$ cat config.mk
export PLATFORM = sky130hd
export DESIGN_NAME = move_to_front_id_list
export DESIGN_NICKNAME = d
export VERILOG_FILES = /design/src/rtl/mtf_pkg.sv /design/src/rtl/move_to_front_id_list.sv /design/src/rtl/mtf_ram.sv /design/src/rtl/mtf_seq.sv
export SDC_FILE = /design/constraint.sdc
export NUM_CORES = 1
export LEC_CHECK = 0
export ABC_AREA = 1
export BUFFER_PORTS_ARGS = -buffer_cell sky130_fd_sc_hd__buf_2
export CAP_MARGIN = 20
export CELL_PAD_IN_SITES_DETAIL_PLACEMENT = 1
export CELL_PAD_IN_SITES_GLOBAL_PLACEMENT = 2
export CORE_MARGIN = 5
export CORE_UTILIZATION = 41
export CTS_CLUSTER_SIZE = 40
export DETAILED_ROUTE_END_ITERATION = 7
export GPL_ROUTABILITY_DRIVEN = 0
export PLACE_DENSITY_LB_ADDON = 0.3
export SYNTH_ARGS = -nofsm -noshare
export SYNTH_HDL_FRONTEND = slang
export SYNTH_HIERARCHICAL = 1
export SYNTH_SLANG_ARGS = --single-unit
$ cat constraint.sdc
create_clock -name clock -period 3.4 [get_ports clock]
set_clock_uncertainty 0.15 [all_clocks]
set_input_delay 1.02 -clock clock [delete_from_list [all_inputs] [get_ports clock]]
set_output_delay 1.02 -clock clock [all_outputs]
set_load 0.03 [all_outputs]
$ cat src/rtl/mtf_pkg.sv
// Shared types and constants for the move-to-front ID list.
package mtf_pkg;

   // Width of the entry_id field at the ports.
   localparam int unsigned ENTRY_ID_W = 16;

   // Width of the request tdata bus: operation and entry_id, padded to whole bytes.
   localparam int unsigned REQ_TDATA_W = 24;

   // Width of the response tdata bus: the result fields, padded to whole bytes.
   localparam int unsigned RSP_TDATA_W = 16;

   typedef enum logic [1:0] {
      OP_MARK    = 2'd0,
      OP_RELEASE = 2'd1,
      OP_LOOKUP  = 2'd2,
      OP_CLEAR   = 2'd3
   } op_type;

   typedef enum logic [2:0] {
      ST_IDLE,
      ST_SCAN,
      ST_DECIDE,
      ST_SHIFT_DN,
      ST_SHIFT_UP,
      ST_PLACE,
      ST_DONE
   } state_type;

   // One result item, with found in the lowest bit.
   typedef struct packed {
      logic       dropped_oldest;
      logic [4:0] entry_count;
      logic [3:0] position;
      logic       found;
   } rsp_type;

   localparam int unsigned RSP_BITS = $bits(rsp_type);

endpackage

$ cat src/rtl/move_to_front_id_list.sv
// Move-to-front ID list top level: stream ports, list memory and result register.
// Each operation scans the list, and a mark or release may then shift it, stepping
// through the memory read port one entry per cycle.
// Throughput: one operation at a time; the next request is taken once the current
// result reaches the output register, which may still wait on rsp_tready.
// Reset: synchronous, active high; empties the list and clears the output valid.
module move_to_front_id_list #(
   parameter int unsigned DEPTH   = 16,
   parameter int unsigned ID_BITS = 16
) (
   input  logic                             clock,
   input  logic                             reset,
   input  logic                             req_tvalid,
   output logic                             req_tready,
   // Fields from bit 0: operation [1:0], entry_id [17:2], zero pad [23:18].
   input  logic [mtf_pkg::REQ_TDATA_W-1:0]  req_tdata,
   output logic                             rsp_tvalid,
   input  logic                             rsp_tready,
   // Fields from bit 0: found [0], position [4:1], entry_count [9:5],
   // dropped_oldest [10], zero pad [15:11].
   output logic [mtf_pkg::RSP_TDATA_W-1:0]  rsp_tdata
);

   localparam int unsigned IW = (ID_BITS < mtf_pkg::ENTRY_ID_W) ? ID_BITS
                                                                : mtf_pkg::ENTRY_ID_W;
   localparam int unsigned AW = (DEPTH > 1) ? $clog2(DEPTH) : 1;
   localparam int unsigned CW = $clog2(DEPTH + 1);

   logic             out_valid_ff, out_valid_in;
   mtf_pkg::rsp_type out_data_ff;
   logic             out_free;
   logic             res_valid;
   mtf_pkg::rsp_type res;
   mtf_pkg::op_type  req_op;
   logic [IW-1:0]    req_id;
   logic             wr_en;
   logic [AW-1:0]    wr_addr;
   logic [IW-1:0]    wr_data;
   logic [AW-1:0]    rd_addr;
   logic [IW-1:0]    rd_data;

   assign req_op = mtf_pkg::op_type'(req_tdata[1:0]);
   assign req_id = req_tdata[IW+1:2];

   mtf_ram #(
      .DEPTH (DEPTH),
      .WIDTH (IW),
      .AW    (AW)
   ) u_ram (
      .clock   (clock),
      .wr_en   (wr_en),
      .wr_addr (wr_addr),
      .wr_data (wr_data),
      .rd_addr (rd_addr),
      .rd_data (rd_data)
   );

   mtf_seq #(
      .DEPTH (DEPTH),
      .IW    (IW),
      .AW    (AW),
      .CW    (CW)
   ) u_seq (
      .clock     (clock),
      .reset     (reset),
      .in_valid  (req_tvalid),
      .in_ready  (req_tready),
      .in_op     (req_op),
      .in_id     (req_id),
      .out_free  (out_free),
      .res_valid (res_valid),
      .res       (res),
      .wr_en     (wr_en),
      .wr_addr   (wr_addr),
      .wr_data   (wr_data),
      .rd_addr   (rd_addr),
      .rd_data   (rd_data)
   );

   // The result register can take a new result when empty or when its transfer completes.
   assign out_free     = !out_valid_ff || rsp_tready;
   assign out_valid_in = res_valid || (out_valid_ff && !rsp_tready);

   always_ff @(posedge clock) begin
      if (reset) begin
         out_valid_ff <= 1'b0;
      end else begin
         out_valid_ff <= out_valid_in;
      end
      if (res_valid) begin
         out_data_ff <= res;
      end
   end

   assign rsp_tvalid = out_valid_ff;
   assign rsp_tdata  = {{(mtf_pkg::RSP_TDATA_W - mtf_pkg::RSP_BITS){1'b0}}, out_data_ff};

endmodule

$ cat src/rtl/mtf_ram.sv
// Simple dual-port list memory with one write port and a registered read port.
module mtf_ram #(
   parameter int unsigned DEPTH = 16,
   parameter int unsigned WIDTH = 16,
   parameter int unsigned AW    = 4
) (
   input  logic             clock,
   input  logic             wr_en,
   input  logic [AW-1:0]    wr_addr,
   input  logic [WIDTH-1:0] wr_data,
   input  logic [AW-1:0]    rd_addr,
   output logic [WIDTH-1:0] rd_data
);

   logic [WIDTH-1:0] mem [DEPTH];
   logic [WIDTH-1:0] rd_data_ff;

   always_ff @(posedge clock) begin
      if (wr_en) begin
         mem[wr_addr] <= wr_data;
      end
      rd_data_ff <= mem[rd_addr];
   end

   assign rd_data = rd_data_ff;

endmodule

$ cat src/rtl/mtf_seq.sv
// Operation sequencer: scans the list memory for the ID, then shifts entries to update it for a mark or release.
module mtf_seq #(
   parameter int unsigned DEPTH = 16,
   parameter int unsigned IW    = 16,
   parameter int unsigned AW    = 4,
   parameter int unsigned CW    = 5
) (
   input  logic               clock,
   input  logic               reset,
   input  logic               in_valid,
   output logic               in_ready,
   input  mtf_pkg::op_type    in_op,
   input  logic [IW-1:0]      in_id,
   input  logic               out_free,
   output logic               res_valid,
   output mtf_pkg::rsp_type   res,
   output logic               wr_en,
   output logic [AW-1:0]      wr_addr,
   output logic [IW-1:0]      wr_data,
   output logic [AW-1:0]      rd_addr,
   input  logic [IW-1:0]      rd_data
);

   mtf_pkg::state_type state_ff, state_in;
   mtf_pkg::op_type    op_ff, op_in;
   logic [IW-1:0]      id_ff, id_in;
   logic [CW-1:0]      cnt_ff, cnt_in;
   logic [AW-1:0]      idx_ff, idx_in;
   logic [AW-1:0]      pos_ff, pos_in;
   logic               hit_ff, hit_in;
   logic               drop_ff, drop_in;
   logic [CW-1:0]      cnt_last;
   logic [CW-1:0]      idx_ext;
   logic [CW-1:0]      pos_ext;

   assign cnt_last = cnt_ff - CW'(1);
   assign idx_ext  = CW'(idx_ff);
   assign pos_ext  = CW'(pos_ff);

   always_ff @(posedge clock) begin
      if (reset) begin
         state_ff <= mtf_pkg::ST_IDLE;
         cnt_ff   <= '0;
      end else begin
         state_ff <= state_in;
         cnt_ff   <= cnt_in;
      end
      op_ff   <= op_in;
      id_ff   <= id_in;
      idx_ff  <= idx_in;
      pos_ff  <= pos_in;
      hit_ff  <= hit_in;
      drop_ff <= drop_in;
   end

   always_comb begin
      state_in  = state_ff;
      op_in     = op_ff;
      id_in     = id_ff;
      cnt_in    = cnt_ff;
      idx_in    = idx_ff;
      pos_in    = pos_ff;
      hit_in    = hit_ff;
      drop_in   = drop_ff;
      in_ready  = 1'b0;
      res_valid = 1'b0;
      wr_en     = 1'b0;
      wr_addr   = '0;
      wr_data   = rd_data;
      rd_addr   = idx_ff;

      unique case (state_ff)
         mtf_pkg::ST_IDLE: begin
            in_ready = 1'b1;
            rd_addr  = '0;
            if (in_valid) begin
               op_in   = in_op;
               id_in   = in_id;
               hit_in  = 1'b0;
               pos_in  = '0;
               drop_in = 1'b0;
               idx_in  = '0;
               state_in = (cnt_ff == '0) ? mtf_pkg::ST_DECIDE : mtf_pkg::ST_SCAN;
            end
         end

         // Read data here belongs to entry idx_ff; the next read is issued ahead.
         mtf_pkg::ST_SCAN: begin
            if (rd_data == id_ff) begin
               hit_in   = 1'b1;
               pos_in   = idx_ff;
               state_in = mtf_pkg::ST_DECIDE;
            end else if (idx_ext == cnt_last) begin
               state_in = mtf_pkg::ST_DECIDE;
            end else begin
               idx_in  = idx_ff + AW'(1);
               rd_addr = idx_ff + AW'(1);
            end
         end

         mtf_pkg::ST_DECIDE: begin
            unique case (op_ff)
               mtf_pkg::OP_LOOKUP: begin
                  state_in = mtf_pkg::ST_DONE;
               end
               mtf_pkg::OP_CLEAR: begin
                  cnt_in   = '0;
                  state_in = mtf_pkg::ST_DONE;
               end
               mtf_pkg::OP_RELEASE: begin
                  if (!hit_ff) begin
                     state_in = mtf_pkg::ST_DONE;
                  end else if (pos_ext < cnt_last) begin
                     idx_in   = pos_ff + AW'(1);
                     rd_addr  = pos_ff + AW'(1);
                     state_in = mtf_pkg::ST_SHIFT_UP;
                  end else begin
                     cnt_in   = cnt_last;
                     state_in = mtf_pkg::ST_DONE;
                  end
               end
               mtf_pkg::OP_MARK: begin
                  if (hit_ff) begin
                     if (pos_ff != '0) begin
                        idx_in   = pos_ff - AW'(1);
                        rd_addr  = pos_ff - AW'(1);
                        state_in = mtf_pkg::ST_SHIFT_DN;
                     end else begin
                        state_in = mtf_pkg::ST_PLACE;
                     end
                  end else if (cnt_ff == '0) begin
                     cnt_in   = CW'(1);
                     state_in = mtf_pkg::ST_PLACE;
                  end else if (cnt_ff >= CW'(DEPTH)) begin
                     // The back entry falls off; the shift starts one above it.
                     drop_in  = 1'b1;
                     idx_in   = AW'(DEPTH - 2);
                     rd_addr  = AW'(DEPTH - 2);
                     state_in = mtf_pkg::ST_SHIFT_DN;
                  end else begin
                     cnt_in   = cnt_ff + CW'(1);
                     idx_in   = cnt_last[AW-1:0];
                     rd_addr  = cnt_last[AW-1:0];
                     state_in = mtf_pkg::ST_SHIFT_DN;
                  end
               end
               default: begin
                  state_in = mtf_pkg::ST_DONE;
               end
            endcase
         end

         // Move entry idx_ff one place toward the back, working from back to front.
         mtf_pkg::ST_SHIFT_DN: begin
            wr_en   = 1'b1;
            wr_addr = idx_ff + AW'(1);
            if (idx_ff == '0) begin
               state_in = mtf_pkg::ST_PLACE;
            end else begin
               idx_in  = idx_ff - AW'(1);
               rd_addr = idx_ff - AW'(1);
            end
         end

         // Move entry idx_ff one place toward the front, closing the released gap.
         mtf_pkg::ST_SHIFT_UP: begin
            wr_en   = 1'b1;
            wr_addr = idx_ff - AW'(1);
            if (idx_ext == cnt_last) begin
               cnt_in   = cnt_last;
               state_in = mtf_pkg::ST_DONE;
            end else begin
               idx_in  = idx_ff + AW'(1);
               rd_addr = idx_ff + AW'(1);
            end
         end

         mtf_pkg::ST_PLACE: begin
            wr_en    = 1'b1;
            wr_addr  = '0;
            wr_data  = id_ff;
            state_in = mtf_pkg::ST_DONE;
         end

         mtf_pkg::ST_DONE: begin
            if (out_free) begin
               res_valid = 1'b1;
               state_in  = mtf_pkg::ST_IDLE;
            end
         end

         default: begin
            state_in = mtf_pkg::ST_IDLE;
         end
      endcase
   end

   always_comb begin
      res.found          = hit_ff;
      res.position       = hit_ff ? 4'(pos_ff) : 4'd0;
      res.entry_count    = 5'(cnt_ff);
      res.dropped_oldest = drop_ff;
   end

endmodule

# After elaboration in Yosys (flattened, before gate mapping)

Memory sizes are Yosys's and may differ from the RTL's. A register that Yosys moved wholly into a read port is not among the register bits.
Index checks and enable logic that the tools add are counted.

Add/subtract/negate cells: 6
Order comparisons: 2
Equality and inequality tests: 26
Mux-type cells: 53
Reduce and logical (&&, ||, !) cells: 22

Operators by type and width:

| operator                                                                 | number |
|---|---|
| 4-bit two-way mux                                                        | 11 |
| 4-bit one-hot mux with 5 select lines                                    | 2 |
| 3-bit two-way mux                                                        | 10 |
| 5-bit two-way mux                                                        | 6 |
| 4-bit one-hot mux with 2 select lines                                    | 3 |
| 3-bit one-hot mux with 7 select lines                                    | 1 |
| 16-bit == test                                                           | 1 |
| 16-bit two-way mux                                                       | 1 |
| 5-bit one-hot mux with 3 select lines                                    | 1 |
| 1-bit two-way mux                                                        | 12 |
| 2-bit by 1-bit inequality test with 1-bit output (second input constant) | 5 |
| 5-bit one-hot mux with 2 select lines                                    | 1 |
| 3-bit == test (second input constant)                                    | 3 |
| 3-bit one-hot mux with 3 select lines                                    | 1 |
| 4-bit by 1-bit adder with 4-bit output (second input constant)           | 2 |
| 2-bit inequality test (second input constant)                            | 4 |
| 4-bit by 3-bit inequality test with 1-bit output (second input constant) | 2 |
| 4-bit by 1-bit subtractor with 4-bit output (second input constant)      | 2 |
| 7-bit AND reduction                                                      | 1 |
| 3-bit by 2-bit == test with 1-bit output (second input constant)         | 2 |
| 3-bit inequality test (second input constant)                            | 2 |
| 6-bit AND reduction                                                      | 1 |
| 2-bit nonzero test                                                       | 3 |
| 5-bit by 1-bit adder with 5-bit output (second input constant)           | 1 |
| 25 further kinds                                                         | 31 |

Flip-flop bits (word level): 48
Memory bits (writable): 256
Bits of input ports: 28
Memories kept: 1

Memories:

| name      | words | width | rd ports | clocked after memory_dff | wr ports | RTL line      | source |
|---|---|---|---|---|---|---|---|
| u_ram.mem | 16    | 16    | 1        | 1                        | 1        | mtf_ram.sv:15 | `logic [WIDTH-1:0] mem [DEPTH];` |

# Depth between registers and ports, before layout

Depth in word-level cells: 6
Gate-level depth with buffers: 25

# By module

The synthesis kept the hierarchy.

By module, submodules not included:

| module                | instances | cells each | area an instance (µm²) | sequential area each (µm²) |
|---|---|---|---|---|
| mtf_ram               | 1         | 1074       | 11380.9                | 8007.7 |
| mtf_seq               | 1         | 435        | 3160.5                 | 1001.0 |
| move_to_front_id_list | 1         | 22         | 414.1                  | 350.3 |

# Worst setup path after synthesis

Ideal clock, no wire load.

Path kind: register -> register
From: register u_seq.cnt_ff[0]
To: register u_ram.rd_data_ff[10] (netlist: u_ram/rd_data[10]) (read register of u_ram.mem)
Data arrival time: 2.585 ns
Data required time: 3.136 ns
Setup slack: 0.551 ns
Stages on the path, launching flop included: 20
Path buffers: 2
Period minus slack after synthesis: 2.849 ns
Cell sequence: dfxtp_1 -> inv_2 -> ha_1 -> ha_1 -> o21ai_0 -> nand2_1 -> nand2_1 -> nand3_1 -> nand2_2 -> nand2_1 -> nand2_1 -> nand3_1 -> nand2_1 -> nand4_1 -> buf_2 -> inv_1 -> clkbuf_1 -> nand3_1 -> nand3_1 -> nand2_1

Cells in the longest elaborated chain, start to end: 6

Ends and longest elaborated chain:

| element                                                                                                 | RTL line                       | source |
|---|---|---|
| start: declaration                                                                                      | mtf_seq.sv:27                  | `logic [CW-1:0] cnt_ff, cnt_in;` |
| start signal: assignment                                                                                | mtf_seq.sv:46                  | `cnt_ff <= cnt_in;` |
| 5-bit by 1-bit subtractor with 5-bit output / 5-bit greater-or-equal comparator (equally long branches) | mtf_seq.sv:36, mtf_seq.sv:134  |  |
| 4-bit by 5-bit < comparator with 1-bit output / 4-bit two-way mux (equally long branches)               | mtf_seq.sv:113, mtf_seq.sv:134 |  |
| 4-bit two-way mux, on equally long branches (2 in a row)                                                | --                             |  |
| 4-bit one-hot mux with 2 select lines                                                                   | --                             |  |
| 4-bit one-hot mux with 5 select lines *                                                                 | mtf_seq.sv:72                  | `unique case (state_ff)` |
| via rd_addr[2]                                                                                          | move_to_front_id_list.sv:39    | `logic [AW-1:0] rd_addr;` |
| end: declaration                                                                                        | mtf_ram.sv:16                  | `logic [WIDTH-1:0] rd_data_ff;` |

Mark *: on every way through the listed nets, which the timed path passes. The rest lies on a longest branch.
A chain may end at the register's enable or synchronous reset.

# Worst setup path in the final report

From: register u_seq.id_ff[13]
To: register u_ram.rd_data_ff[15] (netlist: u_ram/rd_data[15]) (read register of u_ram.mem)

Cells in the longest elaborated chain, start to end: 3

Ends and longest elaborated chain:

| element                               | RTL line                    | source |
|---|---|---|
| start: declaration                    | mtf_seq.sv:26               | `logic [IW-1:0] id_ff, id_in;` |
| start signal: assignment              | mtf_seq.sv:49               | `id_ff <= id_in;` |
| 16-bit == test                        | mtf_seq.sv:89               | `if (rd_data == id_ff) begin` |
| 4-bit two-way mux                     | --                          |  |
| 4-bit one-hot mux with 5 select lines | mtf_seq.sv:72               |  |
| via rd_addr[0]                        | move_to_front_id_list.sv:39 |  |

The timed path passes the listed nets, and every way through them passes these cells.

==> flow_summary.json <==
{
  "fillers": 4019,
  "antenna_found_initial": 0,
  "switching_share": 0.430,
  "vias": 10800,
  "cts_tree": "yes",
  "tightest_slew_ns": 0.609,
  "slew_headroom": 0.594,
  "drive_gt1_frac": 0.147,
  "htree_levels": 2,
  "root_buffer": "clkbuf_16",
  "rsz0062_at_grt": "false",
  "cp.depth": 16,
  "cp_num_buf_inv": 2,
  "rr_worst_depth": 16,
  "p_clk_frac": 0.208,
  "period_needed_ns": 3.22,
  "critPathMaxFanout": 43,
  "cts_made_buffers": 35,
  "yosysUniqueCellTypes": 41,
  "drt-initial-drc-count": 657,
  "cp.arrival_ns": 3.48,
  "cp.required_ns": 3.66,
  "cp_common_cell": "nand2_1",
  "r2r_start": "u_seq/id_ff[13]",
  "synthArstFlopShare": 0,
  "hold_class": "flop to flop",
  "synth.avg_cell_area_um2": 9.77,
  "ys_ff_latch": 320,
  "overflow": 0,
  "drcViolationCount": 0,
  "synth_warnings": 6,
  "wl_per_cell_um": 19.9,
  "peakVddDrop_v": 0.000558,
  "critical_path.top_delay_family": "simple AND/OR/NAND/NOR gates",
  "maxCapViolCount": 0,
  "synth_flop_cell": "edfxtp_1",
  "p_leak_nw": 7.42,
  "port_buffers": 34,
  "setup_viol": 0,
  "first_global_vias": 11400,
  "clock_latency_ns": 0.55,
  "regToRegSetupSlack_ns": 0.18,
  "syn_area_um2": 15000,
  "drt_wl_total_mm": 41.7,
  "cp-start-kind": "flop",
  "worst-setup-path-type": "flop to flop",
  "synth_seq_area_share": 0.626,
  "synth_cells": 1531,
  "grtUsageTotal": 0.203,
  "viasPerCell": 5.13,
  "r2r-end": "u_ram/rd_data[15]",
  "grt_max_degree": 87,
  "power_mw": 18.1,
  "path_cells": "xor2_1 -> nor2_1 -> nand2_1 -> nor2_1 -> nand2_1 -> o21a_1 -> a21oi_2 -> nand3_4 -> buf_12 -> clkbuf_16 -> nand2_1 -> nand2_1 -> nand2_1 -> nand3_1 -> nand3_1 -> nand2_1",
  "p_int_mw": 10.3,
  "fin_util": 0.474,
  "placeableCoreArea_um2": 36300,
  "p_sw_mw": 7.78,
  "num_io_pins": 46,
  "cts_sinks": 320,
  "final_nets": 1644,
  "ant_nets": 0,
  "diodes": 0,
  "slew_viol_final": 0,
  "die_area_um2": 40400,
  "cpPeakStageDelay_ns": 0.46,
  "fmax_ghz": 0.311,
  "critPathLaunch": "u_seq/id_ff[13]",
  "cp-end-kind": "flop",
  "grt_pass1_wl_mm": 64.5,
  "cellPowerDensity_nw_per_um2": 1050,
  "p_seq_frac": 0.313,
  "floorplan.initialDensity": 0.411,
  "syn2layout_area_growth_pct": 15.3,
  "status": "completed",
  "fp.dieH_um": 201,
  "std_cell_rows": 70,
  "combPwrFrac": 0.479,
  "clk_path_buf_depth": 3,
  "fin_crit_sh": 0.947,
  "hold_ws_ns": 0.300,
  "finalHoldViolations": 0,
  "crit_path_end": "u_ram/rd_data[15]",
  "dpl.hpwl_mm": 26.4,
  "cts.clk_slew.worst_paths_ns": 0.06,
  "synth_edf_count": 295,
  "die_x_um": 201,
  "cp_slowest_cell": "edfxtp_1",
  "firstDrtPassIters": 5
}
[layer usage]
| layer | vias up | share of wire | global-route usage |
|---|---|---|---|
| li1 | 5103 | - | - |
| met1 | 5412 | 0.45 | 0.277 |
| met2 | 220 | 0.49 | 0.352 |
| met3 | 52 | 0.043 | 0.0234 |
| met4 | 0 | 0.017 | 0.0428 |
| met5 | - | 0 | 0 |
[synth_stat cells, drive strengths merged (6+ instances only)]
master,count,share of area
nand2,453,0.12
edfxtp,295,0.59
inv,264,0.066
nand3,246,0.084
nor2,65,0.020
buf,55,0.025
dfxtp,25,0.033
o21ai,22,0.0074
xor2,19,0.011
a21oi,17,0.0062
clkbuf,14,0.0035
mux2,13,0.0098
ha,8,0.0067
nand4,6,0.0025
[power by group through the flow]
stage          combinational [mW]  sequential (mW)  clock, mW
2_1_floorplan                5.83             5.56          0
3_3_place_gp                 8.19             5.72          0
3_5_place_dp                 8.39             5.73          0
4_1_cts                      8.52             5.66       3.83
5_1_grt                      9.62             5.70       4.02
6_report                     8.67             5.66       3.76
[logic make-up (layout without fill, tap and decap cells)]
kind of cell               count (synthesis)  in the layout  synth area share
xor gates and xnor gates                  24             24            0.0141
adders and majority gates                  8              8           0.00669
DFF                                      320            320             0.626
AOI/OAI and AO/OA                         49             49            0.0184
muxes                                     13             13           0.00979
other                                      1              5          0.000251
buffers and inverters                    334            433            0.0945
and+or+nand+nor                          782            782             0.230
[registers in the layout (all words and copies together) (netlist names)]
register	cells
u_seq/op_ff	2
u_seq/drop_ff	1
u_ram/rd_data	16
rsp_tdata	11
u_ram/mem	256
u_seq/pos_ff	4
u_seq/id_ff	16
rsp_tvalid	1
u_seq/state_ff	3
u_seq/idx_ff	4
u_seq/hit_ff	1
u_seq/cnt_ff	5
[metrics by stage]
stage	instances	TNS, ns	setup slack, ns	area [µm²]
finish	2102	0	0.181	17200
global placement	2036	-0.00262	-0.00262	16000
detailed placement	2036	-0.126	-0.0537	16000
CTS	2100	0	0.0480	17200
floorplan	1535	0	0.551	15000
global route	2102	0	0.0180	17200
[cells in the final DEF (no fill, tap or decap), types with 3 or more instances in the layout]
cell type,count
clkinv_8,3
o22ai_1,3
nand2_1,437
dfxtp_1,24
nor3_1,3
xnor2_1,5
nand2_2,10
o21ai_0,22
a21oi_1,15
or2_2,3
nand4_1,6
nand3_1,240
inv_2,11
nor2_2,24
edfxtp_1,295
nand3_2,5
nand2_4,5
buf_2,34
clkbuf_1,4
clkinv_1,9
bufinv_16,3
xor2_1,19
nor2_1,38
inv_1,251
buf_12,9
clkinv_2,6
ha_1,7
buf_4,59
clkbuf_16,36
conb_1,5
mux2_2,13
[cell type report]
class / count / area, µm² / share of cell area
Sequential cell: 320 / 9360 / 0.543
Multi-Input combinational cell: 881 / 4280 / 0.248
Inverter: 265 / 1010 / 0.0586
Clock buffer: 41 / 918 / 0.0533
Timing Repair Buffer: 105 / 873 / 0.0506
Tap cell: 468 / 586 / 0.0340
Clock inverter: 22 / 218 / 0.0126
[worst min path at each step]
| stage | startpoint | end | slack (ns) | cells past startpoint |
|---|---|---|---|---|
| after global placement | u_seq/drop_ff | rsp_tdata[10] | 0.29 | 0 |
| after global routing | u_seq/drop_ff | rsp_tdata[10] | 0.32 | 0 |
| after CTS | u_seq/drop_ff | rsp_tdata[10] | 0.30 | 0 |
| final | u_seq/drop_ff | rsp_tdata[10] | 0.30 | 0 |
| after floorplan | u_seq/cnt_ff[3] | rsp_tdata[8] | 0.26 | 0 |
| after detailed placement | u_seq/drop_ff | rsp_tdata[10] | 0.26 | 0 |
[timing repair]
item	4_1_cts	5_1_grt
gates cloned	0	1
setup buffers	1	1
pin swaps	0	1
hold buffers	0	0
endpoints found under the setup margin	15	16
resized for setup	1	10
Note: power is estimated with default switching activity, not from simulation.
